--- src/hw/rtl/cie_divu.sv ---
// Shared radix-2 unsigned divider: one quotient bit per cycle.
module cie_divu (
  input  logic        clk_i,
  input  logic        rst_ni,
  input  logic        start_i,
  input  logic [31:0] dividend_i,
  input  logic [31:0] divisor_i,
  output logic        busy_o,
  output logic [31:0] quotient_o,
  output logic [31:0] remainder_o
);

  logic [5:0]  cnt_q, cnt_d;
  logic [31:0] quo_q, quo_d;
  logic [31:0] rem_q, rem_d;
  logic [31:0] dvs_q, dvs_d;
  logic [32:0] trial;

  assign trial = {rem_q, quo_q[31]} - {1'b0, dvs_q};

  always_comb begin
    cnt_d = cnt_q;
    quo_d = quo_q;
    rem_d = rem_q;
    dvs_d = dvs_q;
    if (start_i) begin
      cnt_d = 6'd32;
      quo_d = dividend_i;
      rem_d = '0;
      dvs_d = divisor_i;
    end else if (cnt_q != 6'd0) begin
      cnt_d = cnt_q - 6'd1;
      if (!trial[32]) begin
        rem_d = trial[31:0];
        quo_d = {quo_q[30:0], 1'b1};
      end else begin
        rem_d = {rem_q[30:0], quo_q[31]};
        quo_d = {quo_q[30:0], 1'b0};
      end
    end
  end

  always_ff @(posedge clk_i or negedge rst_ni) begin
    if (!rst_ni) begin
      cnt_q <= '0;
    end else begin
      cnt_q <= cnt_d;
    end
  end

  always_ff @(posedge clk_i) begin
    quo_q <= quo_d;
    rem_q <= rem_d;
    dvs_q <= dvs_d;
  end

  assign busy_o      = (cnt_q != 6'd0);
  assign quotient_o  = quo_q;
  assign remainder_o = rem_q;

`ifndef ASSERT_OFF
  a_start_idle: assert property (@(posedge clk_i) disable iff (!rst_ni)
    start_i |-> !busy_o) else $error("divider started while busy");
  a_count_load: assert property (@(posedge clk_i) disable iff (!rst_ni)
    start_i |=> cnt_q == 6'd32) else $error("divider count not loaded");
  a_count_down: assert property (@(posedge clk_i) disable iff (!rst_ni)
    (busy_o && !start_i) |=> cnt_q == $past(cnt_q) - 6'd1)
    else $error("divider count skipped");
`endif

endmodule

--- config.mk ---
export PLATFORM = sky130hd
export DESIGN_NAME = cie_divu
export DESIGN_NICKNAME = d
export VERILOG_FILES = /design/src/hw/rtl/cie_divu.sv
export SDC_FILE = /design/constraint.sdc
export NUM_CORES = 1
export LEC_CHECK = 0
export BUFFER_PORTS_ARGS = -buffer_cell sky130_fd_sc_hd__buf_2
export CAP_MARGIN = 20
export CORE_MARGIN = 10
export CORE_UTILIZATION = 45
export CTS_CLUSTER_DIAMETER = 30
export DETAILED_ROUTE_END_ITERATION = 10
export PLACE_DENSITY = 0.76
export REMOVE_ABC_BUFFERS = 1
export SLEW_MARGIN = 10
export SYNTH_ARGS = -nofsm -noshare
export SYNTH_HDL_FRONTEND = slang
export SYNTH_SLANG_ARGS = --single-unit
export TNS_END_PERCENT = 50
--- constraint.sdc ---
create_clock -name clk_i -period 3.3 [get_ports clk_i]
set_input_delay 0.165 -clock clk_i [delete_from_list [all_inputs] [get_ports clk_i]]
set_output_delay 0.165 -clock clk_i [all_outputs]
set_load 0.01 [all_outputs]
Word level (Yosys, flattened, before mapping)

Index checks and enable logic that the tools add are counted.

Register bits: 102
Output and inout port bits: 65
Input bits: 67
Word-level logic and storage cells: 14

Reduce and logical (&&, ||, !) cells: 2
Muxes and demuxes: 6
$add $sub $neg: 2

Operators by type and width:

| cell                                                                | count |
|---|---|
| 32-bit 2-to-1 mux                                                   | 3 |
| 33-bit by 32-bit subtractor with 33-bit output                      | 1 |
| 6-bit 2-to-1 mux                                                    | 2 |
| 6-bit nonzero test                                                  | 1 |
| 6-bit by 1-bit subtractor with 6-bit output (second input constant) | 1 |
| 2-bit nonzero test                                                  | 1 |
| 1-bit 2-to-1 mux                                                    | 1 |

Logic depth before layout (Yosys ltp)

Depth after elaboration: 4
Depth in mapped cells: 12
Depth with buffers taken out: 11

Worst setup path after synthesis

OpenSTA, ideal clock, no wires.

Path kind: register to register
Start point: register quo_q[31] (netlist: quotient_o[31])
End point: register rem_q[28] (netlist: remainder_o[28])
Data required time: 3212 ps
Stages on the path, launching flop included: 13
Data arrival time: 2752 ps
Library setup time: 88 ps
Buffers on the path: 1
Setup slack: 460 ps
Period minus slack after synthesis: 2840 ps
Cell sequence: edfxtp_1 > inv_1 > ha_1 > fa_1 > nand2b_1 > a21oi_1 > o21ai_1 > a211o_1 > and3_4 > o21ai_4 > buf_6 > nand3_2 > a311oi_2

Longest elaborated chain between the ends: 2

RTL lines:

| element                                        | line | RTL |
|---|---|---|
| from (decl)                                    | 14   | `logic [31:0] quo_q, quo_d;` |
| from (signal assigned)                         | 52   | `quo_q <= quo_d;` |
| 33-bit by 32-bit subtractor with 33-bit output | 19   | `assign trial = {rem_q, quo_q[31]} - {1'b0, dvs_q};` |
| 32-bit 2-to-1 mux                              | 33   | `if (!trial[32]) begin` |
| to (signal assigned)                           | 53   | `rem_q <= rem_d;` |
| to (decl)                                      | 15   | `logic [31:0] rem_q, rem_d;` |

Every way passes these cells.
A chain may end at the register's enable or synchronous reset.

Worst setup path in the final report

Start point: register quo_q[31] (netlist: quotient_o[31])
End point: register rem_q[26] (netlist: remainder_o[26])

Same word-level chain as after synthesis.

==> reports/results.ini <==
[outcome]
status=completed

[power_and_ir_drop]
p_switching_mw=2.58
combPwrFrac=0.500
swShare=0.417
p_int_mw=3.61
power_frac_clock=0.182
p_per_area_nw_per_um2=787
ir_worst_vdd_uv=507
p_seq_frac=0.318
finalPower_mw=6.19
power_leakage_nw=3.53

[clock_network]
clkTransAtPathRegs_ns=0.08
clkLatencyLatePin_ns=0.36
cts_root_buffer=clkbuf_16
post_cts.repair.setup_buffers=0
max-clock-path-buffers=2
cts_sinks=102
ctsHtreeMaxLevel=3
cts_tree=done
cts_made_buffers=9

[routing]
ant_nets=0
vias=5401
drt_wl_total_um=16900
routedWlPerCell_um=17.5
post-route-drc-count=0
viasPerCell=5.58
drtIter0Drc=357
dr.pass1.iters=5

[synth]
synth-edff-count=64
async_flop_share=0.0588
yosysTopAreaCellShare=0.303
synthCells=625
syn_avg_cell_area_um2=10.1
synth-seq-area-share=0.428
synth_cell_type_count=65
ys_top_cells_by_area=edfxtp_1, dfxtp_1, ha_1, mux2_2, nor2_1
synth_area_leader_cell=edfxtp_1
synthFlopType=edfxtp_1
yosysWarningCount=0
yosys_register_bits=102
syn-cell-area_um2=6340

[cells_and_area]
antenna_cells=0
postLayoutCoreUtil=0.568
nets=884
design_area_um2=7860
fillers=1179
final_common_cell=buf_2
syn2layout_area_growth_pct=23.8
drive_above_1_share=0.297
final_cell_mix=buf_2, edfxtp_1, nor2_1, inv_1, mux2_2

[die]
dieArea_um2=19200
fp.coreArea_um2=13800
die_x_um=139
dieHeight_um=139
initial_core_util=0.459
io_pins=132
core.rowCount=43

[placement]
placed_cell_area_um2=7210
numPortBuffers=131
detailed_place_hpwl_um=12400
place_congestion=0.894

[global_route]
grt_max_degree=56
grt_pass1_vias=5522
grt_first_pass_wirelength_um=27900
grt_antenna_before_repair=0
grt_usage=0.172
grt_overflow=0

[setup_path]
crit_arrival_ns=3.30
cp_max_fo=4
crit_end=remainder_o[26]$_SDFFE_PP0P_
critical_path_class=reg -> reg
r2r_slack_ns=0.28
critPathLaunch=quotient_o[31]$_DFFE_PP_
required_ns=3.58
endpoint_kind=register
r2r_end=remainder_o[26]$_SDFFE_PP0P_
timing.rr.start=quotient_o[31]$_DFFE_PP_
cp-start-kind=register
ff2ff_path_depth=12

[hold_path]
hold_path_class=in -> reg
holdCritStartpoint=dividend_i[7]

[sta]
max_freq_mhz=331
tns_ns=0
finalClockSkew_ns=0.0126
fin_hold_ws_ns=0.0947
max_slew.worst_pin.slew_ns=0.690
maxSlewViolCount=0
period_share=0.916
setup_viol=0
hold_violations=0
layout_min_cycle_time_ns=3.02
rsz0062_at_grt=no
relSlewSlack=0.540

[flow_run]
drv_cap=0

[cell families (layout without fill, tap and decap cells)]
| family | after synthesis | in the layout | share of synthesized area |
|---|---|---|---|
| multiplexers | 36 | 36 | 0.0635 |
| flip-flops | 102 | 102 | 0.428 |
| AND/OR/NAND/NOR | 182 | 182 | 0.154 |
| XOR/XNOR | 20 | 20 | 0.0276 |
| adder cells (fa/ha/maj) | 34 | 34 | 0.0682 |
| buffers and inverters | 75 | 238 | 0.0517 |
| AO/OA/AOI/OAI | 176 | 176 | 0.208 |
[cells in the mapped netlist (8+ instances only)]
cell type and instances:
nor2_1 61, o21ai_1 22, a211oi_1 13, nand2b_1 8, edfxtp_1 64, o311a_1 8, a311oi_2 11, a21o_1 18
o21ai_0 17, ha_1 33, nor3_1 12, dfxtp_1 32, mux2_2 34, nand3_2 13, nand3_1 10, nand4_1 11
clkbuf_1 16, nand2_1 30, xnor2_1 17, a311oi_1 10, inv_1 43, a21oi_1 29
[how the worst min path moves through the flow]
stage	end	slack [ns]	depth (start not counted)
after floorplan	cnt_q[0]$_DFFE_PN0P_	-0.13	0
after global placement	cnt_q[5]$_DFFE_PN0P_	-0.004	1
after detailed placement	cnt_q[5]$_DFFE_PN0P_	-0.007	1
after CTS	quotient_o[18]$_DFFE_PP_	0.09	2
after global routing	quotient_o[18]$_DFFE_PP_	0.1	2
final	quotient_o[7]$_DFFE_PP_	0.09	2
[critical path, stage by stage (launching register included)]
cell and delay, ns:
edfxtp_1 0.38, inv_1 0.06, ha_1 0.22, fa_1 0.38, nand2b_1 0.19, a21oi_1 0.18
o21ai_1 0.13, buf_4 0.16, a211oi_1 0.23, o221a_2 0.24, nor3_1 0.04, or4b_1 0.49
a311oi_2 0.24
[what timing repair did]
item / 4_1_cts / 5_1_grt
endpoints found under the setup margin: 0 / 3
endpoints found under the hold margin: 38 / 0
resized for setup: 0 / 1
hold buffers: 33 / 0
[through the flow]
stage,std cells,setup slack (ns)
detailed placement,919,0.168
finish,968,0.277
CTS,968,0.144
global placement,919,0.225
floorplan,594,-0.600
global route,968,0.0634
[sequential cells by signal (all words and copies together) (netlist names)]
signal and cells:
cnt_q 6, dvs_q 32, quotient_o 32, remainder_o 32
[layer usage]
metal / vias to the layer above / part of all wire / GRT usage / wire (µm)
li1: 2672 / - / - / -
met1: 2546 / 0.42 / 0.203 / 7190
met2: 167 / 0.48 / 0.290 / 8200
met3: 16 / 0.078 / 0.0603 / 1320
met4: 0 / 0.013 / 0.0478 / 218
met5: - / 0 / 0 / 0
[power by group through the flow]
stage | registers, mW | clock network [mW] | logic [mW]
detailed placement | 1.99 | 0 | 3.03
finish | 1.97 | 1.13 | 3.09
CTS | 1.97 | 1.15 | 3.07
global route | 2.03 | 1.19 | 3.40
floorplan | 2.06 | 0 | 2.05
global placement | 1.98 | 0 | 2.97
[area by class of cell]
cell class	instances	area, µm²	area share
Inverter	44	165	0.0210
Timing Repair Buffer	178	1130	0.144
Clock inverter	7	83.8	0.0107
Sequential cell	102	2710	0.345
Tap cell	180	225	0.0287
Multi-Input combinational cell	448	3310	0.422
Clock buffer	9	225	0.0287
(Power assumes the default switching activity.)
